<file path="src/rtl/wsf_pkg.sv">
// ----------------------------------------------------------------------------
// wsf_pkg: shared types, constants and tap generation
// Word types, accumulator sizing and the build-time Blackman-windowed sinc
// coefficient calculation in Q30 fixed point.
// ----------------------------------------------------------------------------
`default_nettype none

package wsf_pkg;

  localparam int TAP_COUNT  = 51;
  localparam int CUTOFF_Q16 = 16384;
  localparam int CENTER_TAP = (TAP_COUNT - 1) / 2;

  localparam int SAMPLE_W = 16;
  localparam int COEF_W   = 18;
  localparam int PROD_W   = SAMPLE_W + COEF_W;
  localparam int ACC_W    = 40;
  localparam int ROUND_SH = 17;
  localparam int SCALED_W = ACC_W + 1 - ROUND_SH;

  typedef logic signed [SAMPLE_W-1:0] sample_t;
  typedef logic signed [COEF_W-1:0]   coef_t;
  typedef logic signed [PROD_W-1:0]   prod_t;
  typedef logic signed [ACC_W-1:0]    acc_t;

  // per-cell control; shift is common to every cell, clear is held off in cell 0
  typedef struct packed {
    logic shift;
    logic clear;
  } cell_ctl_t;

  localparam logic [63:0] Q30_ONE     = 64'd1 << 30;
  localparam logic [63:0] PI_HALF_Q30 = 64'd1686629713;
  localparam logic [63:0] TAP_SPAN    = 64'(TAP_COUNT - 1);
  localparam longint      Q30_SCALE   = 64'sd1073741824;
  localparam longint      INV_PI_Q30  = 64'sd341782638;
  localparam longint      WIN_A0_Q30  = 64'sd450971566;
  localparam longint      WIN_A2_Q30  = 64'sd85899346;
  localparam longint      COEF_MAX    = 64'sd131071;
  localparam longint      COEF_MIN    = -64'sd131072;

  // shift-subtract divide, used only while building the taps
  function automatic logic [63:0] udiv_slow(input logic [63:0] n, input logic [63:0] d);
    logic [63:0] q;
    logic [63:0] r;
    q = '0;
    r = '0;
    for (int b = 63; b >= 0; b--) begin
      r = {r[62:0], n[b]};
      if (r >= d) begin
        r    = r - d;
        q[b] = 1'b1;
      end
    end
    return q;
  endfunction

  function automatic logic [63:0] taylor_sin(input logic [63:0] x);
    logic [63:0] x2;
    logic [63:0] v;
    x2 = (x * x) >> 30;
    v  = Q30_ONE;
    v  = Q30_ONE - ((v * x2) >> 30) / 110;
    v  = Q30_ONE - ((v * x2) >> 30) / 72;
    v  = Q30_ONE - ((v * x2) >> 30) / 42;
    v  = Q30_ONE - ((v * x2) >> 30) / 20;
    v  = Q30_ONE - ((v * x2) >> 30) / 6;
    return (x * v) >> 30;
  endfunction

  function automatic logic [63:0] taylor_cos(input logic [63:0] x);
    logic [63:0] x2;
    logic [63:0] v;
    x2 = (x * x) >> 30;
    v  = Q30_ONE;
    v  = Q30_ONE - ((v * x2) >> 30) / 132;
    v  = Q30_ONE - ((v * x2) >> 30) / 90;
    v  = Q30_ONE - ((v * x2) >> 30) / 56;
    v  = Q30_ONE - ((v * x2) >> 30) / 30;
    v  = Q30_ONE - ((v * x2) >> 30) / 12;
    v  = Q30_ONE - ((v * x2) >> 30) / 2;
    return v;
  endfunction

  // sine of a 32-bit turn phase, Q30
  function automatic longint sin_turn(input logic [31:0] p);
    logic [63:0] r;
    logic [63:0] x;
    logic [63:0] mag;
    logic        use_cos;
    r       = {34'd0, p[29:0]};
    use_cos = p[30];
    if (r > (Q30_ONE >> 1)) begin
      r       = Q30_ONE - r;
      use_cos = !use_cos;
    end
    x   = (r * PI_HALF_Q30) >> 30;
    mag = use_cos ? taylor_cos(x) : taylor_sin(x);
    return p[31] ? -$signed(mag) : $signed(mag);
  endfunction

  function automatic logic [31:0] window_phase(input logic [63:0] num);
    logic [63:0] p;
    p = ((num << 33) / TAP_SPAN + 64'd1) >> 1;
    return p[31:0];
  endfunction

  function automatic coef_t make_tap(input int i);
    longint      k;
    longint      ak;
    longint      h;
    longint      w;
    longint      t;
    longint      s;
    longint      c1;
    longint      c2;
    longint      res;
    logic [63:0] mag;
    logic [63:0] rq;
    logic [31:0] ph;
    k  = longint'(i) - longint'(CENTER_TAP);
    ak = (k < 0) ? -k : k;
    if (ak == 0) begin
      h = longint'(CUTOFF_Q16) << 14;
    end else begin
      ph  = 32'((ak * longint'(CUTOFF_Q16)) << 15);
      s   = sin_turn(ph);
      h   = (s * INV_PI_Q30) / Q30_SCALE;
      mag = udiv_slow((h < 0) ? -h : h, ak);
      h   = (h < 0) ? -$signed(mag) : $signed(mag);
    end
    if (i == 0 || i == TAP_COUNT - 1) begin
      w = 0;
    end else begin
      c1 = sin_turn(window_phase(64'(i)) + 32'h4000_0000);
      c2 = sin_turn(window_phase(64'(2 * i)) + 32'h4000_0000);
      w  = WIN_A0_Q30 - c1 / 2 + (c2 * WIN_A2_Q30) / Q30_SCALE;
    end
    t   = (h * w) / Q30_SCALE;
    mag = (t < 0) ? -t : t;
    rq  = (mag + 64'd4096) >> 13;
    res = (t < 0) ? -$signed(rq) : $signed(rq);
    if (res > COEF_MAX) res = COEF_MAX;
    if (res < COEF_MIN) res = COEF_MIN;
    return coef_t'(res);
  endfunction

endpackage

`default_nettype wire

</file>
<file path="src/rtl/wsf_cell.sv">
// ----------------------------------------------------------------------------
// wsf_cell: one tap of the transposed-form chain
// Holds one partial sum; adds its tap product to the neighbor's sum.
// ----------------------------------------------------------------------------
`default_nettype none

module wsf_cell import wsf_pkg::*; (
  input  wire logic      clk,
  input  wire logic      rst,
  input  wire cell_ctl_t ctl,
  input  wire sample_t   x,
  input  wire coef_t     coef,
  input  wire acc_t      sum_in,
  output      acc_t      sum
);

  prod_t prod;
  acc_t  sum_next;

  always_comb begin
    prod     = coef * x;
    sum_next = sum_in + {{(ACC_W - PROD_W){prod[PROD_W-1]}}, prod};
  end

  always_ff @(posedge clk) begin
    if (rst) begin
      sum <= '0;
    end else if (ctl.shift) begin
      sum <= ctl.clear ? '0 : sum_next;
    end
  end

endmodule

`default_nettype wire

</file>
<file path="config.mk">
export PLATFORM = sky130hd
export DESIGN_NAME = wsf_cell
export DESIGN_NICKNAME = d
export VERILOG_FILES = /design/src/rtl/wsf_pkg.sv /design/src/rtl/wsf_cell.sv
export SDC_FILE = /design/constraint.sdc
export NUM_CORES = 1
export LEC_CHECK = 0
export BUFFER_PORTS_ARGS = -buffer_cell sky130_fd_sc_hd__buf_2
export CAP_MARGIN = 10
export CELL_PAD_IN_SITES_DETAIL_PLACEMENT = 1
export CELL_PAD_IN_SITES_GLOBAL_PLACEMENT = 1
export CORE_UTILIZATION = 49
export CTS_CLUSTER_DIAMETER = 200
export DETAILED_ROUTE_END_ITERATION = 10
export GPL_ROUTABILITY_DRIVEN = 0
export PLACE_DENSITY = 0.83
export SLEW_MARGIN = 10
export SYNTH_ARGS = -nofsm -noshare
export SYNTH_HDL_FRONTEND = slang
export SYNTH_SLANG_ARGS = --single-unit
</file>
<file path="constraint.sdc">
create_clock -name clk -period 12.3 [get_ports clk]
set_input_delay 3.075 -clock clk [delete_from_list [all_inputs] [get_ports clk]]
set_output_delay 3.075 -clock clk [all_outputs]
set_load 0.005 [all_outputs]
</file>
; ---- Word-level counts from Yosys, hierarchy flattened
; Index checks and enable logic that the tools add are counted.
[word_totals]
register_bits = 40
inputBits = 78
out_inout_bits = 40
wordCells = 4
[op_classes]
add_sub_neg = 1
multipliers = 1
muxes = 1
[op_table]
columns = op, count
row1 = adder 40 bit, 1
row2 = two-way mux 40 bit, 1
row3 = multiplier 18 x 16 -> 34 bit, 1

; ---- Longest topological paths before layout
; Gate-level depths: netlist (run 1).
[depth]
ltp_word = 3
mapped_depth = 36
depth_no_buf = 34

; ---- Worst setup path before layout (run 1)
; No wires, ideal clock.
[synth_path]
kind = in2reg
start = input x[8]
end = register sum[39]
setup_time_ns = 0.125
arrival_time_ns = 10.401
required_time_ns = 12.175
path_slack_ns = 1.774
cell_stages = 36
path_buffers = 3
cell_sequence = clkbuf_1 > clkbuf_1 > nand2_1 > fa_1 > inv_1 > fa_1 > inv_1 > fa_1 > inv_1 > fa_1 > fa_1 > inv_1 > fa_1 > inv_1 > ha_1 > a21oi_1 > o21ai_0 > a21oi_1 > a21oi_1 > o221a_2 > a21oi_1 > o21bai_1 > a21o_1 > xor2_1 > ha_1 > clkbuf_1 > nand2_1 > nor2_1 > and3_1 > a221oi_1 > nand3_1 > a31oi_1 > o31a_1 > a21oi_1 > xnor3_1 > o21ai_1
[synth_between]
elab_chain_len = 3
[synth_lines]
columns = element, line_no
row1 = "start, declared", wsf_cell.sv:11  ; input wire sample_t x,
row2 = multiplier 18 x 16 -> 34 bit, wsf_cell.sv:21  ; prod = coef * x;
row3 = adder 40 bit, wsf_cell.sv:22  ; sum_next = sum_in + {{(ACC_W - PROD_W){prod[PROD_W-1]}}, prod};
row4 = two-way mux 40 bit, wsf_cell.sv:29  ; sum <= ctl.clear ? '0 : sum_next;
row5 = "end signal, assigned", wsf_cell.sv:29
row6 = "end, declared", wsf_cell.sv:14  ; output acc_t sum
; No other way between the ends.
; A chain may end at the register's enable or synchronous reset.

; ---- Final worst setup path (run 1)
[layout_path]
start = input x[7]
end = register sum[39]
; Same word-level chain as after synthesis.

==> flow_metrics.py, run 1 <==
metrics = {
    "final_layout": {
        "num-nets-final": 2173,
        "layout_top_registers": "sum: 40 flops",
        "area.growth.synth_to_final_pct": 7.331,
        "finalCoreUtilization_pct": 53.88,
        "post_route_cells_drive_above_1_share_pct": 8.468,
        "largest_reg_flops": 40,
        "max_flop_register": "sum",
        "fill_cells": 3407,
    },
    "grt": {
        "grt_util_all_layers_pct": 27.44,
        "grt_max_degree": 30,
        "grt_pass1_wl_um": 62710,
        "grt_antenna_before_repair": 2,
        "grt_overflow_total": 0,
        "vias_in_the_first_global_route": 12760,
    },
    "critical_path": {
        "timing.critical_path.required_ps": 12450,
        "regToRegSetupSlack_ps": 11540,
        "regToRegEndpoint": "sum[21]",
        "worstPathMaxFanout": 18,
        "crit_start": "x[7]",
        "critical_path_arrival_ps": 11250,
        "cp_slowest_stage_delay_ps": 560,
        "crit_type": "in -> reg",
        "slowest_cell_on_crit_path": "sky130_fd_sc_hd__fa_1",
        "worst_setup_path_start_kind": "input pin",
        "worst_r2r_startpoint": "sum[21]",
        "ff_to_ff_path_depth": 2,
        "path_common_cell": "sky130_fd_sc_hd__fa_1",
        "end_kind": "flip-flop",
    },
    "timing": {
        "setup_total_negative_slack_ps": 0,
        "clock_skews_ps": 0,
        "hold_slack_ps": 445.0,
        "worst_slack_ps": 1201,
        "setup_viol_count_final": 0,
        "rsz0062_at_grt": "false",
        "fmaxAchievable_mhz": 90.10,
        "worst-slew-pin-transition_ps": 1030,
        "hold_viol": 0,
        "worst_slew_margin_rel_pct": 30.83,
        "finalCriticalPeriod_ps": 11100,
        "finalCritPeriodShare_pct": 90.24,
        "report.final.slew_viol_count": 0,
    },
    "routing": {
        "route.final.wire_length_um": 38420,
        "remaining_number_of_nets_flagged_by_the_antenna_check_after_routing": 0,
        "route.detailed.wl_per_inst_um": 18.68,
        "detailroute.wirelength.met3_um": 963,
        "maxUsedRoutingLayer": "met4",
        "met2_wirelength_um": 21490,
        "drt-met1-wl_um": 14600,
        "detailedRoute.firstPassIterationCount": 5,
        "routed_via_density": 5.471,
        "first_iter_violations": 457,
        "drc": 0,
        "vias": 11250,
    },
    "yosys": {
        "largest_cells_by_area_after_synthesis": "sky130_fd_sc_hd__fa_1 41%, sky130_fd_sc_hd__ha_1 11%, sky130_fd_sc_hd__inv_1 8.9%, sky130_fd_sc_hd__and2_1 6.0%, sky130_fd_sc_hd__dfxtp_1 5.7%",
        "synth.most_common_cell": "sky130_fd_sc_hd__inv_1",
        "post_synth_num_cell_types": 65,
        "synth_area_leader_cell": "sky130_fd_sc_hd__fa_1",
        "mappedNetlistArea_sq_mm": 0.01406,
        "post_syn_nets": 2101,
        "postSynthRegisterBits": 40,
        "syn-mean-instance-area_sq_um": 8.762,
        "netlist.area_leader.share_pct": 41.43,
        "post_synth_inst_count": 1605,
        "fraction_of_registers_with_async_set_or_reset_after_synthesis_pct": 0,
        "synth.yosys.warnings": 0,
        "synth.cells.most_frequent": "332 x sky130_fd_sc_hd__inv_1, 291 x sky130_fd_sc_hd__fa_1, 201 x sky130_fd_sc_hd__nand2_1, 134 x sky130_fd_sc_hd__and2_1, 127 x sky130_fd_sc_hd__ha_1",
        "synth-seq-area-share_pct": 5.694,
        "post_synth_edffs": 0,
        "postSynth.topFlopCell": "sky130_fd_sc_hd__dfxtp_1",
    },
    "floorplan": {
        "core-area_sq_mm": 0.02801,
        "die_h_um": 171.4,
        "start_util_pct": 50.20,
        "standard_cell_row_count": 61,
        "floorplan.die_area_sq_mm": 0.02938,
        "io-pin-count": 118,
        "die-width_um": 171.4,
    },
    "clock_network": {
        "clkSlewWorstSetupHoldPaths_ps": 60,
        "cts_root_buffer": "sky130_fd_sc_hd__clkbuf_16",
        "clock_latency_ps": 280,
        "clock_tree.buffer_depth": 2,
        "cts_resized": 0,
        "cts_hold_buffers": 0,
        "htreeDepth": 2,
        "number_of_clock_buffers_inserted_by_tritoncts": 5,
        "cts.sink_count": 40,
        "postCtsSetupRepairBufs": 0,
        "cts_tree": "done",
    },
    "placement": {
        "port_buffers": 117,
        "dp_hpwl_um": 32800,
        "detailedPlace.worstSlack_ps": 1003,
    },
    "worst_hold_path": {
        "hold_path_startpoint": "sum[36]",
        "min_path_cells": 2,
        "whs_endpoint": "sum[36]",
        "path_type_of_the_worst_min_delay_path": "reg -> reg",
    },
    "job": {
        "max-cap-violations": 0,
    },
    "status": {
        "outcome": "finished clean",
    },
}
[worst max path at each step]
stage | to | slack, ps
6_report | sum[39] | 1200
4_1_cts | sum[39] | 1250
3_5_place_dp | sum[39] | 1000
3_3_place_gp | sum[39] | 1330
5_1_grt | sum[39] | 760
2_1_floorplan | sum[39] | 1770
[stage by stage]
stage | std cells | cell area [sq um]
final | 2057 | 15090
after global routing | 2057 | 15090
after CTS | 2055 | 15090
after detailed placement | 2048 | 14930
after global placement | 2048 | 14930
after floorplan | 1605 | 14060
[metal layers]
layer,track usage (%),up-vias
li1,-,5102
met1,31.00,5838
met2,53.38,225
met3,2.301,88
met4,9.783,0
met5,0,-
[cells in the final DEF (no fill, tap or decap), types with 3 or more instances in the layout]
master                      instances
sky130_fd_sc_hd__inv_1            332
sky130_fd_sc_hd__fa_1             291
sky130_fd_sc_hd__nand2_1          201
sky130_fd_sc_hd__and2_1           134
sky130_fd_sc_hd__ha_1             127
sky130_fd_sc_hd__buf_2            117
sky130_fd_sc_hd__a21oi_1           60
sky130_fd_sc_hd__nor2_1            56
sky130_fd_sc_hd__dfxtp_1           40
sky130_fd_sc_hd__xnor2_1           39
sky130_fd_sc_hd__o21ai_0           27
sky130_fd_sc_hd__xor2_1            27
sky130_fd_sc_hd__a21o_1            22
sky130_fd_sc_hd__o21ai_1           21
sky130_fd_sc_hd__nand3_1           18
sky130_fd_sc_hd__nand2b_1          17
sky130_fd_sc_hd__a22oi_1           16
sky130_fd_sc_hd__nor3_1            11
sky130_fd_sc_hd__o21a_1            10
sky130_fd_sc_hd__a31oi_1            9
sky130_fd_sc_hd__o211ai_1           8
sky130_fd_sc_hd__nor2b_1            7
sky130_fd_sc_hd__a211oi_1           6
sky130_fd_sc_hd__or3_1              6
sky130_fd_sc_hd__and3_1             6
sky130_fd_sc_hd__o21bai_1           5
sky130_fd_sc_hd__clkbuf_16          5
sky130_fd_sc_hd__a211o_1            4
sky130_fd_sc_hd__o31ai_1            3
sky130_fd_sc_hd__nand4_1            3
sky130_fd_sc_hd__a32oi_1            3
[final cells by class]
type                       count  area [sq um]  area share (%)
antenna                        2         5.005         0.03316
clock buffer                   7         152.6           1.011
inverter                     332          1246           8.257
multi-input combinational   1179         11820           78.28
sequential                    40         800.8           5.305
tap                          378         473.0           3.134
timing repair buffer         119         600.6           3.979
[worst max-delay path, delay by kind of cell]
family,cells,cell delay (ps)
simple gates,5,830
xor+xnor,2,360
fa+ha+maj,8,3700
buf+inv,6,620
compound gates,12,2690
[cells by family (layout without fill, tap and decap cells)]
family / Yosys count / after routing / synth area share (%)
compound gates: 220 / 220 / 10.51
xor+xnor: 68 / 68 / 4.387
fa+ha+maj: 418 / 418 / 52.73
buf+inv: 386 / 458 / 10.30
flops: 40 / 40 / 5.694
mux: 2 / 2 / 0.1424
other cells: 0 / 2 / 0
simple gates: 471 / 471 / 16.24
Power of run 1 is not shown: default switching activity piles up to over one toggle a cycle in this logic, so the estimate is an artifact.
==> run 2, diff against run 1 <==
Settings changed: BUFFER_PORTS_ARGS -buffer_cell sky130_fd_sc_hd__buf_2 to not set, CORE_ASPECT_RATIO set to 0.8, CORE_UTILIZATION 49 to 52, DONT_BUFFER_PORTS set to 1, PLACE_DENSITY 0.83 to 0.82.
==> flow_metrics.py, run 2 (synthesis results as in run 1) <==
metrics = {
    "clock_network": {
        "clock_tree.buffer_depth": 2,
        "cts_resized": 0,
        "cts_tree": "done",
        "postCtsSetupRepairBufs": 0,
        "number_of_clock_buffers_inserted_by_tritoncts": 5,
        "cts_root_buffer": "sky130_fd_sc_hd__clkbuf_16",
        "cts.sink_count": 40,
        "clkSlewWorstSetupHoldPaths_ps": 60,
        "htreeDepth": 2,
        "clock_latency_ps": 280,
        "cts_hold_buffers": 0,
    },
    "final_layout": {
        "final_common_cell": "sky130_fd_sc_hd__inv_1",
        "layout_top_registers": "sum: 40 flops",
        "num-nets-final": 2054,
        "multi_input_area_sq_mm": 0.01182,
        "final_cell_mix": "332 x sky130_fd_sc_hd__inv_1, 291 x sky130_fd_sc_hd__fa_1, 201 x sky130_fd_sc_hd__nand2_1",
        "max_flop_register": "sum",
        "largest_reg_flops": 40,
        "area.growth.synth_to_final_pct": 2.918,
        "antennaDiodeCount": 0,
        "post_route_cells_drive_above_1_share_pct": 1.475,
        "fill_cells": 3159,
        "ff_latch_area_sq_um": 800.8,
    },
    "critical_path": {
        "worstPathMaxFanout": 14,
        "slowest_cell_on_crit_path": "sky130_fd_sc_hd__fa_1",
        "regToRegSetupSlack_ps": 11500,
        "worst_setup_path_start_kind": "input pin",
        "critical_path_arrival_ps": 10890,
        "ff_to_ff_path_depth": 2,
        "timing.critical_path.required_ps": 12460,
        "path_common_cell": "sky130_fd_sc_hd__fa_1",
        "worst_r2r_startpoint": "sum[17]",
        "crit_type": "in -> reg",
        "timing.critical_path.max_delay_family": "adder cells",
        "regToRegEndpoint": "sum[17]",
        "crit_buf_inv": 3,
        "end_kind": "flip-flop",
        "cp_slowest_stage_delay_ps": 530,
    },
    "worst_hold_path": {
        "path_type_of_the_worst_min_delay_path": "reg -> reg",
        "hold_path_startpoint": "sum[36]",
        "min_path_cells": 2,
        "whs_endpoint": "sum[36]",
    },
    "grt": {
        "vias_in_the_first_global_route": 12170,
        "grt_pass1_wl_um": 61640,
        "grt_max_degree": 30,
        "grt_antenna_before_repair": 0,
        "grt_overflow_total": 0,
        "grt_util_all_layers_pct": 28.53,
    },
    "routing": {
        "route.detailed.wl_per_inst_um": 19.61,
        "first_iter_violations": 504,
        "route.final.wire_length_um": 37570,
        "vias": 10790,
        "detailedRoute.firstPassIterationCount": 4,
        "routed_via_density": 5.633,
        "remaining_number_of_nets_flagged_by_the_antenna_check_after_routing": 0,
        "drc": 0,
    },
    "timing": {
        "clock_skews_ps": 0,
        "setup_viol_count_final": 0,
        "worst-slew-pin-transition_ps": 1092,
        "fmaxAchievable_mhz": 93.19,
        "worst_slew_margin_rel_pct": 26.90,
        "finalCritPeriodShare_pct": 87.24,
        "hold_viol": 0,
        "rsz0062_at_grt": "false",
        "report.final.slew_viol_count": 0,
        "setup_total_negative_slack_ps": 0,
        "finalCriticalPeriod_ps": 10730,
    },
    "job": {
        "max-cap-violations": 0,
    },
    "floorplan": {
        "die-width_um": 185.9,
        "core-area_sq_mm": 0.02639,
        "io-pin-count": 118,
        "start_util_pct": 53.28,
        "standard_cell_row_count": 53,
        "floorplan.die_area_sq_mm": 0.02771,
        "die_h_um": 149.1,
    },
    "placement": {
        "port_buffers": 0,
        "dp_hpwl_um": 31850,
    },
    "status": {
        "outcome": "finished clean",
    },
}
## run 2: how the worst max path moves through the flow
stage          slack, ps  endpoint  cells past startpoint  start
2_1_floorplan       1770   sum[39]                     36   x[8]
3_3_place_gp        1690   sum[39]                     31   x[4]
3_5_place_dp        1300   sum[33]                     29  x[15]
4_1_cts             1580   sum[33]                     29  x[15]
5_1_grt             1090   sum[39]                     29  x[15]
6_report            1570   sum[39]                     29  x[15]
## run 2: worst reg2reg max path: cells and delay by family, from the launching register on
kind	cells	cell delay (ps)
compound gates	1	260
flops	1	340
simple gates	1	80
## run 2: layout make-up
cell class                      count  area share (%)
Tap cell                          357           3.086
Multi-Input combinational cell   1179           81.64
Clock inverter                      2          0.2421
Clock buffer                        6          0.8905
Sequential cell                    40           5.533
Inverter                          332           8.611
## run 2: per-layer routing
layer | part of all wire [%] | global-route usage [%]
met1 | 40 | 34.82
met2 | 52 | 51.18
met3 | 4.4 | 4.272
met4 | 3.4 | 9.754
met5 | 0 | 0
## run 2: stage by stage
stage / instance area (sq um) / util, % / worst slack [ps] / std cells / hold WS (ps)
floorplan: 14060 / - / 1774 / 1605 / 441.9
CTS: 14470 / 54.83 / 1584 / 1916 / 479.7
global placement: 14310 / 54.21 / 1687 / 1908 / 461.3
finish: 14470 / 54.84 / 1570 / 1916 / 478.0
detailed placement: 14310 / 54.21 / 1305 / 1908 / 471.8
global route: 14470 / 54.84 / 1093 / 1916 / 500.0
Power of run 2 is left out for the same reason.
