<file path="config.mk">
export PLATFORM = sky130hd
export DESIGN_NAME = wsf_round
export DESIGN_NICKNAME = d
export VERILOG_FILES = /design/src/rtl/wsf_pkg.sv /design/src/rtl/wsf_round.sv
export SDC_FILE = /design/constraint.sdc
export NUM_CORES = 1
export LEC_CHECK = 0
export BUFFER_PORTS_ARGS = -buffer_cell sky130_fd_sc_hd__clkbuf_2
export CAP_MARGIN = 20
export CORE_MARGIN = 2
export CORE_UTILIZATION = 30
export DETAILED_ROUTE_END_ITERATION = 8
export GPL_TIMING_DRIVEN = 1
export PLACE_DENSITY_LB_ADDON = 0.25
export SLEW_MARGIN = 10
export SYNTH_ARGS = -nofsm -noshare
export SYNTH_HDL_FRONTEND = slang
export SYNTH_SLANG_ARGS = --single-unit
</file>
<file path="constraint.sdc">
create_clock -name clk -period 3.3 [get_ports clk]
set_input_delay 0.66 -clock clk [delete_from_list [all_inputs] [get_ports clk]]
set_output_delay 0.66 -clock clk [all_outputs]
set_load 0.05 [all_outputs]
</file>
<file path="src/rtl/wsf_pkg.sv">
// ----------------------------------------------------------------------------
// wsf_pkg: shared types, constants and tap generation
// Word types, accumulator sizing and the build-time Blackman-windowed sinc
// coefficient calculation in Q30 fixed point.
// ----------------------------------------------------------------------------
`default_nettype none

package wsf_pkg;

  localparam int TAP_COUNT  = 51;
  localparam int CUTOFF_Q16 = 16384;
  localparam int CENTER_TAP = (TAP_COUNT - 1) / 2;

  localparam int SAMPLE_W = 16;
  localparam int COEF_W   = 18;
  localparam int PROD_W   = SAMPLE_W + COEF_W;
  localparam int ACC_W    = 40;
  localparam int ROUND_SH = 17;
  localparam int SCALED_W = ACC_W + 1 - ROUND_SH;

  typedef logic signed [SAMPLE_W-1:0] sample_t;
  typedef logic signed [COEF_W-1:0]   coef_t;
  typedef logic signed [PROD_W-1:0]   prod_t;
  typedef logic signed [ACC_W-1:0]    acc_t;

  // per-cell control; shift is common to every cell, clear is held off in cell 0
  typedef struct packed {
    logic shift;
    logic clear;
  } cell_ctl_t;

  localparam logic [63:0] Q30_ONE     = 64'd1 << 30;
  localparam logic [63:0] PI_HALF_Q30 = 64'd1686629713;
  localparam logic [63:0] TAP_SPAN    = 64'(TAP_COUNT - 1);
  localparam longint      Q30_SCALE   = 64'sd1073741824;
  localparam longint      INV_PI_Q30  = 64'sd341782638;
  localparam longint      WIN_A0_Q30  = 64'sd450971566;
  localparam longint      WIN_A2_Q30  = 64'sd85899346;
  localparam longint      COEF_MAX    = 64'sd131071;
  localparam longint      COEF_MIN    = -64'sd131072;

  // shift-subtract divide, used only while building the taps
  function automatic logic [63:0] udiv_slow(input logic [63:0] n, input logic [63:0] d);
    logic [63:0] q;
    logic [63:0] r;
    q = '0;
    r = '0;
    for (int b = 63; b >= 0; b--) begin
      r = {r[62:0], n[b]};
      if (r >= d) begin
        r    = r - d;
        q[b] = 1'b1;
      end
    end
    return q;
  endfunction

  function automatic logic [63:0] taylor_sin(input logic [63:0] x);
    logic [63:0] x2;
    logic [63:0] v;
    x2 = (x * x) >> 30;
    v  = Q30_ONE;
    v  = Q30_ONE - ((v * x2) >> 30) / 110;
    v  = Q30_ONE - ((v * x2) >> 30) / 72;
    v  = Q30_ONE - ((v * x2) >> 30) / 42;
    v  = Q30_ONE - ((v * x2) >> 30) / 20;
    v  = Q30_ONE - ((v * x2) >> 30) / 6;
    return (x * v) >> 30;
  endfunction

  function automatic logic [63:0] taylor_cos(input logic [63:0] x);
    logic [63:0] x2;
    logic [63:0] v;
    x2 = (x * x) >> 30;
    v  = Q30_ONE;
    v  = Q30_ONE - ((v * x2) >> 30) / 132;
    v  = Q30_ONE - ((v * x2) >> 30) / 90;
    v  = Q30_ONE - ((v * x2) >> 30) / 56;
    v  = Q30_ONE - ((v * x2) >> 30) / 30;
    v  = Q30_ONE - ((v * x2) >> 30) / 12;
    v  = Q30_ONE - ((v * x2) >> 30) / 2;
    return v;
  endfunction

  // sine of a 32-bit turn phase, Q30
  function automatic longint sin_turn(input logic [31:0] p);
    logic [63:0] r;
    logic [63:0] x;
    logic [63:0] mag;
    logic        use_cos;
    r       = {34'd0, p[29:0]};
    use_cos = p[30];
    if (r > (Q30_ONE >> 1)) begin
      r       = Q30_ONE - r;
      use_cos = !use_cos;
    end
    x   = (r * PI_HALF_Q30) >> 30;
    mag = use_cos ? taylor_cos(x) : taylor_sin(x);
    return p[31] ? -$signed(mag) : $signed(mag);
  endfunction

  function automatic logic [31:0] window_phase(input logic [63:0] num);
    logic [63:0] p;
    p = ((num << 33) / TAP_SPAN + 64'd1) >> 1;
    return p[31:0];
  endfunction

  function automatic coef_t make_tap(input int i);
    longint      k;
    longint      ak;
    longint      h;
    longint      w;
    longint      t;
    longint      s;
    longint      c1;
    longint      c2;
    longint      res;
    logic [63:0] mag;
    logic [63:0] rq;
    logic [31:0] ph;
    k  = longint'(i) - longint'(CENTER_TAP);
    ak = (k < 0) ? -k : k;
    if (ak == 0) begin
      h = longint'(CUTOFF_Q16) << 14;
    end else begin
      ph  = 32'((ak * longint'(CUTOFF_Q16)) << 15);
      s   = sin_turn(ph);
      h   = (s * INV_PI_Q30) / Q30_SCALE;
      mag = udiv_slow((h < 0) ? -h : h, ak);
      h   = (h < 0) ? -$signed(mag) : $signed(mag);
    end
    if (i == 0 || i == TAP_COUNT - 1) begin
      w = 0;
    end else begin
      c1 = sin_turn(window_phase(64'(i)) + 32'h4000_0000);
      c2 = sin_turn(window_phase(64'(2 * i)) + 32'h4000_0000);
      w  = WIN_A0_Q30 - c1 / 2 + (c2 * WIN_A2_Q30) / Q30_SCALE;
    end
    t   = (h * w) / Q30_SCALE;
    mag = (t < 0) ? -t : t;
    rq  = (mag + 64'd4096) >> 13;
    res = (t < 0) ? -$signed(rq) : $signed(rq);
    if (res > COEF_MAX) res = COEF_MAX;
    if (res < COEF_MIN) res = COEF_MIN;
    return coef_t'(res);
  endfunction

endpackage

`default_nettype wire

</file>
<file path="src/rtl/wsf_round.sv">
// ----------------------------------------------------------------------------
// wsf_round: output rounding and saturation register
// Rounds the 40-bit sum half up to Q1.15 and clamps to 16 bits.
// ----------------------------------------------------------------------------
`default_nettype none

module wsf_round import wsf_pkg::*; (
  input  wire logic    clk,
  input  wire logic    load,
  input  wire acc_t    acc,
  input  wire logic    last,
  output      sample_t sample_out,
  output      logic    block_end
);

  logic signed [ACC_W:0]      biased;
  logic signed [SCALED_W-1:0] scaled;
  sample_t                    sat;

  always_comb begin
    biased = {acc[ACC_W-1], acc} + (ACC_W + 1)'(1 << (ROUND_SH - 1));
    scaled = biased[ACC_W:ROUND_SH];
    // overflow when the bits above the result disagree with its sign
    if (scaled[SCALED_W-1:SAMPLE_W-1] == '0 || scaled[SCALED_W-1:SAMPLE_W-1] == '1) begin
      sat = scaled[SAMPLE_W-1:0];
    end else begin
      sat = scaled[SCALED_W-1] ? {1'b1, {(SAMPLE_W - 1){1'b0}}} : {1'b0, {(SAMPLE_W - 1){1'b1}}};
    end
  end

  always_ff @(posedge clk) begin
    if (load) begin
      sample_out <= sat;
      block_end  <= last;
    end
  end

endmodule

`default_nettype wire

</file>
; ---- Yosys cells after proc, flatten, opt, wreduce, memory -nomap -nowiden
; Index checks and enable logic that the tools add are counted.
[word_totals]
wordCells = 8
input_bits = 43
reg_bits = 17
[classes]
n_eq_ne = 1
addsub = 1
muxes = 2
n_reduce_logical = 2
[op_table]
columns = cell, count
row1 = adder 40 x 18 -> 41 bit (second input constant), 1
row2 = two-way mux 16 bit, 2
row3 = == test 9 bit (second input constant), 1
row4 = zero test 9 bit, 1
row5 = logical OR 1 bit, 1

; ---- Depth between registers and ports, before layout
; Gate-level depths: netlist of the first run.
[logic_depth]
depth_word = 4
ltp_mapped = 8
depth_no_buf = 7

; ---- Worst setup path before layout of the first run
; Ideal clock, no wire load.
[synth_path]
kind = input -> register
from = in acc[25]
to = reg sample_out[0], data pin
setup_ns = 0.270
arrival_time_ns = 2.291
path_stages = 7
path_buffers = 1
slack_ns = 0.739
path_cell_list = and4_1 -> buf_4 -> nand4_4 -> or4b_1 -> a211o_2 -> o21ai_4 -> a21oi_1
[synth_between]
elab_chain_cells = 4
elab_cells_between_ends = 6
cone_classes = add/sub (1) / eq/ne (1) / mux (2) / reduce/logical (2)
[synth_rtl]
columns = element, line
row1 = "start, declared", wsf_round.sv:10  ; input wire acc_t acc,
row2 = adder 40 x 18 -> 41 bit (*), wsf_round.sv:21  ; biased = {acc[ACC_W-1], acc} + (ACC_W + 1)'(1 << (ROUND_SH - 1));
row3 = == test 9 bit / zero test 9 bit (equally long branches), wsf_round.sv:24  ; if (scaled[SCALED_W-1:SAMPLE_W-1] == '0 || scaled[SCALED_W-1:SAMPLE_W-1] == '1) begin
row4 = logical OR 1 bit, wsf_round.sv:24
row5 = two-way mux 16 bit (*), wsf_round.sv:24
row6 = named net sat[0], wsf_round.sv:18  ; sample_t sat;
row7 = "end signal, assigned", wsf_round.sv:33  ; sample_out <= sat;
row8 = "end, declared", wsf_round.sv:12  ; output sample_t sample_out,
; The timed path passes the listed nets; every way through them passes the cells marked *.
; A chain may end at the register's enable or synchronous reset.

; ---- Worst setup path after layout of the first run
[layout_path]
from = in acc[23]
to = reg sample_out[12], data pin
; The elaborated chain is that of the path after synthesis.

==> impl_metrics.prom, run 1 <==
# TYPE chip_impl_metric gauge
chip_impl_metric{name="final_layout_size_suffix_gt1_share",unit="%"} 29.47
chip_impl_metric{name="min_delay_path_depth",unit=""} 1
chip_impl_metric{name="num_vias",unit=""} 1293
chip_impl_metric{name="clkSinkCount",unit=""} 17
chip_impl_info{name="synth_flop_cell",value="sky130_fd_sc_hd__edfxtp_1"} 1
chip_impl_metric{name="period_minus_slack",unit="ps"} 2695
chip_impl_metric{name="num-fill-cells",unit=""} 459
chip_impl_metric{name="routed_wirelength",unit="um"} 3214
chip_impl_metric{name="cp_num_buf_inv",unit=""} 1
chip_impl_metric{name="clock_buffer_count_from_cts",unit=""} 3
chip_impl_metric{name="grt_remaining_overflow",unit=""} 0
chip_impl_metric{name="ys_seq_elements",unit=""} 17
chip_impl_metric{name="max_cap_viol_count",unit=""} 0
chip_impl_metric{name="antenna_cells_inserted",unit=""} 0
chip_impl_metric{name="drv_slew",unit=""} 0
chip_impl_metric{name="die_h",unit="um"} 70.49
chip_impl_info{name="layout_commonest_cell",value="sky130_fd_sc_hd__clkbuf_2"} 1
chip_impl_metric{name="critical-path-max-stage-delay",unit="ps"} 720
chip_impl_info{name="cts_tree",value="yes"} 1
chip_impl_metric{name="number_of_global_route_vias_before_repair",unit=""} 1203
chip_impl_metric{name="detail_route.iter0.violations",unit=""} 123
chip_impl_info{name="highest_count_cells_in_the_layout_ignoring_fill_and_taps",value="sky130_fd_sc_hd__clkbuf_2 (43), sky130_fd_sc_hd__edfxtp_1 (17), sky130_fd_sc_hd__nor3_1 (15)"} 1
chip_impl_metric{name="placement.io_buffers",unit=""} 43
chip_impl_metric{name="relSlewSlack",unit="%"} 44.25
chip_impl_metric{name="clk_path_buf_depth",unit=""} 2
chip_impl_metric{name="worst_slew_pin_slew",unit="ps"} 836.3
chip_impl_metric{name="edff_count_synth",unit=""} 17
chip_impl_metric{name="place.detailed.instances",unit=""} 238
chip_impl_metric{name="grt_max_degree",unit=""} 18
chip_impl_metric{name="cts_setup_buffers",unit=""} 0
chip_impl_info{name="clock_tree.root_cell",value="sky130_fd_sc_hd__clkbuf_8"} 1
chip_impl_metric{name="post-route-period-util",unit="%"} 81.66
chip_impl_metric{name="placeableCoreArea",unit="um^2"} 4294
chip_impl_metric{name="ys_types",unit=""} 40
chip_impl_info{name="grt_setup_unrepaired",value="no"} 1
chip_impl_info{name="outcome",value="completed"} 1
chip_impl_metric{name="dieWidth",unit="um"} 70.49
chip_impl_metric{name="async_reset_ff_share",unit="%"} 0
chip_impl_metric{name="hpwl",unit="um"} 2591
chip_impl_metric{name="setup_total_negative_slack",unit="ps"} 0
chip_impl_info{name="worst_setup_path_startpoint",value="acc[23]"} 1
chip_impl_metric{name="areaGrowthSynthToFinish",unit="%"} 25.38
chip_impl_metric{name="global_route.usage.total",unit="%"} 13.45
chip_impl_metric{name="antenna_left",unit=""} 0
chip_impl_metric{name="ports",unit=""} 60
chip_impl_metric{name="yosysWarnings",unit=""} 0
chip_impl_metric{name="routed_wire_length_per_instance",unit="um"} 13.28
chip_impl_metric{name="via_per_inst",unit=""} 5.343
chip_impl_metric{name="cts_repair_resize_count",unit=""} 0
chip_impl_metric{name="crit_path_dat",unit="ps"} 2670
chip_impl_metric{name="grt_pass1_wl",unit="um"} 5416
chip_impl_metric{name="netlist_area",unit="um^2"} 1326
chip_impl_metric{name="worst-path-stages",unit=""} 7
chip_impl_metric{name="cts_max_level",unit=""} 1
chip_impl_metric{name="post_synth_inst_count",unit=""} 144
chip_impl_metric{name="route.detailed.drc",unit=""} 0
chip_impl_metric{name="avgSynthCellArea",unit="um^2"} 9.210
chip_impl_metric{name="ys_seq_area_share",unit="%"} 38.49
chip_impl_metric{name="finalWeightedCongestion",unit=""} 0.7841
chip_impl_info{name="cp-end-kind",value="register"} 1
chip_impl_metric{name="postCtsHoldBufs",unit=""} 0
chip_impl_metric{name="setup_viol",unit=""} 0
chip_impl_metric{name="final-hold-violation-count",unit=""} 0
chip_impl_metric{name="fp-row-count",unit=""} 24
chip_impl_info{name="worstPathCellList",value="clkbuf_2, and4_1, nand4_4, o311ai_0, a22oi_1, a21oi_1, nor3_1"} 1
chip_impl_metric{name="initial_core_utilization",unit="%"} 30.89
chip_impl_info{name="crit_family",value="compound AO/OA/AOI/OAI gates"} 1
chip_impl_metric{name="final_net_count",unit=""} 235
chip_impl_info{name="hp-class",value="input port to register"} 1
chip_impl_metric{name="netlist.area_leader.share",unit="%"} 38.49
chip_impl_metric{name="p_per_area",unit="nW/um^2"} 354.4
chip_impl_metric{name="drt_pre_antenna_iters",unit=""} 4
chip_impl_metric{name="mappedNetlistNets",unit=""} 188
chip_impl_metric{name="layoutNonFillerInstCount",unit=""} 242
chip_impl_info{name="synth_top_cells_by_area",value="sky130_fd_sc_hd__edfxtp_1 (38%), sky130_fd_sc_hd__xnor2_1 (7.9%), sky130_fd_sc_hd__nor3_1 (5.7%)"} 1
chip_impl_info{name="crit_type",value="input port to register"} 1
chip_impl_info{name="start_kind",value="input port"} 1
chip_impl_info{name="synth_largest_area_cell",value="sky130_fd_sc_hd__edfxtp_1"} 1
chip_impl_metric{name="floorplan.die_area",unit="um^2"} 4969
chip_impl_info{name="critical_path.endpoint",value="sample_out[12]"} 1
chip_impl_metric{name="worst_ep_required_time",unit="ps"} 3270
chip_impl_metric{name="crit_path_max_fanout",unit=""} 11
chip_impl_metric{name="timing.fmax",unit="MHz"} 371.1
chip_impl_info{name="slowest_stage",value="sky130_fd_sc_hd__a21oi_1"} 1
chip_impl_metric{name="worst_ir_drop_vdd",unit="uV"} 111.6
chip_impl_metric{name="leakage",unit="uW"} 0.0006211
chip_impl_metric{name="finalPower",unit="uW"} 589.3
chip_impl_metric{name="number_of_antenna_violations_at_the_first_check_in_global_routing",unit=""} 0
chip_impl_metric{name="cts.reportedPaths.clkPinSlew",unit="ps"} 60
-- area by class of cell --
cell class                      instances  area [um^2]  share of cell area (%)
Clock inverter                          1        5.005                  0.3010
Clock buffer                            3        41.29                   2.483
Inverter                                2        7.507                  0.4515
Tap cell                               52        65.06                   3.913
Timing Repair Buffer                   48        252.7                   15.20
Sequential cell                        17        510.5                   30.70
Multi-Input combinational cell        119        780.7                   46.95
-- worst min path at each step --
stage | end | start
finish | block_end | last
global route | block_end | last
CTS | block_end | last
detailed placement | block_end | last
global placement | block_end | last
floorplan | block_end | last
-- through the flow --
stage / cell area, um^2 / setup WS (ps) / util [%] / hold slack (ps)
3_3_place_gp: 1617 / 294.0 / 37.65 / 838.7
2_1_floorplan: 1326 / 738.8 / - / 758.9
5_1_grt: 1663 / 301.8 / 38.72 / 583.9
4_1_cts: 1663 / 590.1 / 38.72 / 579.6
3_5_place_dp: 1617 / 328.4 / 37.65 / 841.6
6_report: 1663 / 605.1 / 38.72 / 579.4
-- state kept, by name, summed over array words and instances (netlist names) --
| register | count |
|---|---|
| block_end | 1 |
| sample_out | 16 |
-- cell usage after synthesis, types with 2 or more instances --
cell type and count:
sky130_fd_sc_hd__nor4_1 2, sky130_fd_sc_hd__clkbuf_1 4, sky130_fd_sc_hd__nand3_1 5, sky130_fd_sc_hd__and2_1 3
sky130_fd_sc_hd__nor3_1 15, sky130_fd_sc_hd__a31oi_1 3, sky130_fd_sc_hd__edfxtp_1 17, sky130_fd_sc_hd__and4_1 5
sky130_fd_sc_hd__and3_1 4, sky130_fd_sc_hd__o2111ai_1 2, sky130_fd_sc_hd__a21oi_1 13, sky130_fd_sc_hd__xnor2_1 12
sky130_fd_sc_hd__nand2_1 10, sky130_fd_sc_hd__nand4_1 8, sky130_fd_sc_hd__nor2_1 8, sky130_fd_sc_hd__inv_1 2
sky130_fd_sc_hd__o21ai_0 2, sky130_fd_sc_hd__xor2_1 7
-- cell families (layout without fill, tap and decap cells) --
logic type      Yosys count  in the layout  synth area share, %
simple gates             69             69                30.28
compound gates           30             30                15.10
xor+xnor                 19             19                12.55
flops                    17             17                38.49
buf+inv                   8             54                2.641
fa+ha+maj                 1              1               0.9432
-- report_power, final --
| part | switching, uW | internal [uW] |
|---|---|---|
| combinational | 125 | 48.0 |
| sequential | 3.93 | 259 |
| clock | 70.1 | 83.9 |
| total | 199 | 391 |
-- routing by layer --
layer | vias to the layer above | GRT usage (%) | routed length, um
met5 | - | 0 | 0
met4 | 0 | 5.983 | 62
met3 | 5 | 1.732 | 151
met2 | 37 | 22.54 | 1477
met1 | 597 | 17.17 | 1522
li1 | 654 | - | -
(Power assumes the default switching activity.)
==> run 2, diff against run 1 <==
clock period = 2.75 ns   (was 3.3 ns; I/O delays follow)
==> run 2 against run 1 <==
  * Cell count increased by 6.2%
  * Die area unchanged
  * Worst hold slack got worse by 100 ps
  * Largest cell class unchanged
  * Via count increased by 0.77%
  * Sequential power increased by 20%
  * Combinational power increased by 28%
  * Global-route usage increased by 0.95 points
  * Utilization increased by 2.6 points
  * Largest power group unchanged
  * Flip-flop and latch count unchanged
  * Clock power increased by 20%
==> impl_metrics.prom, run 2 (synthesis results as in run 1) <==
# TYPE chip_impl_metric gauge
chip_impl_info{name="outcome",value="completed"} 1
chip_impl_metric{name="final_layout_size_suffix_gt1_share",unit="%"} 34.15
chip_impl_info{name="hp-class",value="input port to register"} 1
chip_impl_info{name="cp-end-kind",value="register"} 1
chip_impl_metric{name="initial_core_utilization",unit="%"} 30.89
chip_impl_info{name="min_to",value="block_end"} 1
chip_impl_metric{name="max_cap_viol_count",unit=""} 0
chip_impl_info{name="highest_count_cells_in_the_layout_ignoring_fill_and_taps",value="sky130_fd_sc_hd__clkbuf_2 (43), sky130_fd_sc_hd__buf_4 (20), sky130_fd_sc_hd__edfxtp_1 (17)"} 1
chip_impl_metric{name="worst_slew_pin_slew",unit="ps"} 893.3
chip_impl_metric{name="cts.reportedPaths.clkPinSlew",unit="ps"} 60
chip_impl_metric{name="finalWeightedCongestion",unit=""} 0.8187
chip_impl_metric{name="leakage",unit="uW"} 0.0006923
chip_impl_metric{name="antenna_left",unit=""} 0
chip_impl_metric{name="crit_path_dat",unit="ps"} 2490
chip_impl_metric{name="cts_max_level",unit=""} 1
chip_impl_info{name="register_bank_with_the_most_flops",value="sample_out"} 1
chip_impl_metric{name="worst_ep_required_time",unit="ps"} 2710
chip_impl_info{name="grt_setup_unrepaired",value="no"} 1
chip_impl_metric{name="floorplan.die_area",unit="um^2"} 4969
chip_impl_metric{name="setup_viol",unit=""} 0
chip_impl_metric{name="place.detailed.instances",unit=""} 253
chip_impl_metric{name="routed_wirelength",unit="um"} 3367
chip_impl_metric{name="drt_pre_antenna_iters",unit=""} 4
chip_impl_metric{name="placement.io_buffers",unit=""} 43
chip_impl_metric{name="global_route.usage.total",unit="%"} 14.40
chip_impl_info{name="cts_tree",value="yes"} 1
chip_impl_metric{name="largest_reg_flops",unit=""} 16
chip_impl_metric{name="grt_remaining_overflow",unit=""} 0
chip_impl_metric{name="number_of_antenna_violations_at_the_first_check_in_global_routing",unit=""} 0
chip_impl_metric{name="routed_wire_length_per_instance",unit="um"} 13.10
chip_impl_info{name="clock_tree.root_cell",value="sky130_fd_sc_hd__clkbuf_8"} 1
chip_impl_metric{name="p_per_area",unit="nW/um^2"} 406.5
chip_impl_metric{name="clock_buffer_count_from_cts",unit=""} 3
chip_impl_metric{name="route.detailed.drc",unit=""} 0
chip_impl_metric{name="clkSinkCount",unit=""} 17
chip_impl_metric{name="antenna_cells_inserted",unit=""} 0
chip_impl_info{name="largest_registers",value="sample_out: 16 flops, block_end: 1 flops"} 1
chip_impl_metric{name="postCtsHoldBufs",unit=""} 0
chip_impl_info{name="min_from",value="last"} 1
chip_impl_metric{name="areaGrowthSynthToFinish",unit="%"} 33.77
chip_impl_metric{name="period_minus_slack",unit="ps"} 2529
chip_impl_metric{name="die_h",unit="um"} 70.49
chip_impl_metric{name="via_per_inst",unit=""} 5.070
chip_impl_metric{name="number_of_global_route_vias_before_repair",unit=""} 1211
chip_impl_metric{name="timing.fmax",unit="MHz"} 395.5
chip_impl_info{name="crit_type",value="input port to register"} 1
chip_impl_metric{name="post-route-period-util",unit="%"} 91.95
chip_impl_metric{name="final_net_count",unit=""} 250
chip_impl_metric{name="placement.setup.worst_slack",unit="ps"} -63.24
chip_impl_metric{name="final-hold-violation-count",unit=""} 0
chip_impl_metric{name="detail_route.iter0.violations",unit=""} 63
chip_impl_metric{name="min_delay_path_depth",unit=""} 1
chip_impl_metric{name="num_vias",unit=""} 1303
chip_impl_metric{name="hpwl",unit="um"} 2768
chip_impl_metric{name="clk_path_buf_depth",unit=""} 2
chip_impl_metric{name="placeableCoreArea",unit="um^2"} 4294
chip_impl_metric{name="ports",unit=""} 60
chip_impl_metric{name="grt_pass1_wl",unit="um"} 5747
chip_impl_metric{name="crit_path_max_fanout",unit=""} 11
chip_impl_metric{name="cts_repair_resize_count",unit=""} 0
chip_impl_metric{name="worst_ir_drop_vdd",unit="uV"} 151.3
chip_impl_metric{name="relSlewSlack",unit="%"} 40.45
chip_impl_metric{name="cts_setup_buffers",unit=""} 0
chip_impl_info{name="layout_commonest_cell",value="sky130_fd_sc_hd__clkbuf_2"} 1
chip_impl_metric{name="drv_slew",unit=""} 0
chip_impl_metric{name="grt_max_degree",unit=""} 18
chip_impl_info{name="start_kind",value="input port"} 1
chip_impl_metric{name="fp-row-count",unit=""} 24
chip_impl_metric{name="final.setup.worst_slack",unit="ps"} 221.5
chip_impl_metric{name="dieWidth",unit="um"} 70.49
chip_impl_metric{name="layoutNonFillerInstCount",unit=""} 257
run 2: area by class of cell:
| class | instances | area (um^2) |
|---|---|---|
| inverter | 2 | 7.507 |
| tap | 52 | 65.06 |
| timing repair buffer | 63 | 365.4 |
| multi-input combinational | 119 | 780.7 |
| sequential | 17 | 510.5 |
| clock buffer | 4 | 45.04 |
| fill | 442 | 2520 |
run 2: per-layer routing:
layer  track usage [%]  part of all wire [%]
met1             19.36                    46
met2             23.79                    48
met3             1.154                   3.9
met4             5.769                   1.8
met5                 0                     0
run 2: per-stage QoR:
| stage | setup TNS (ps) | utilization (%) | power, uW | instance area [um^2] | hold WS [ps] |
|---|---|---|---|---|---|
| finish | 0 | 41.32 | 721.2 | 1774 | 477.7 |
| global route | 0 | 41.32 | 749.7 | 1774 | 485.1 |
| CTS | 0 | 41.32 | 726.2 | 1774 | 480.3 |
| detailed placement | -161.9 | 40.27 | 542.9 | 1729 | 740.0 |
| global placement | -36.06 | 40.27 | 540.9 | 1729 | 728.9 |
| floorplan | 0 | - | 459.5 | 1326 | 648.9 |
run 2: worst max-delay path, stage by stage:
cell	delay, ps
sky130_fd_sc_hd__clkbuf_2	130
sky130_fd_sc_hd__and4_1	300
sky130_fd_sc_hd__o21ai_0	150
sky130_fd_sc_hd__o311ai_0	300
sky130_fd_sc_hd__a22oi_1	160
sky130_fd_sc_hd__a21oi_1	740
sky130_fd_sc_hd__nor3_1	160
run 2: worst max path at each step:
stage                     startpoint             end  slack [ps]  cells after the start
after floorplan              acc[25]   sample_out[0]         300                      7
after global placement       acc[18]  sample_out[13]         -10                      7
after detailed placement     acc[20]  sample_out[13]         -60                      7
after CTS                    acc[20]  sample_out[13]         210                      7
after global routing         acc[20]   sample_out[3]          50                      7
final                        acc[20]  sample_out[13]         220                      7
run 2: power by group:
group | switching, uW | total, uW | internal, uW
Combinational | 153 | 221 | 68.2
Clock | 81.8 | 185 | 103
Sequential | 5.02 | 316 | 311
Total | 240 | 721 | 482
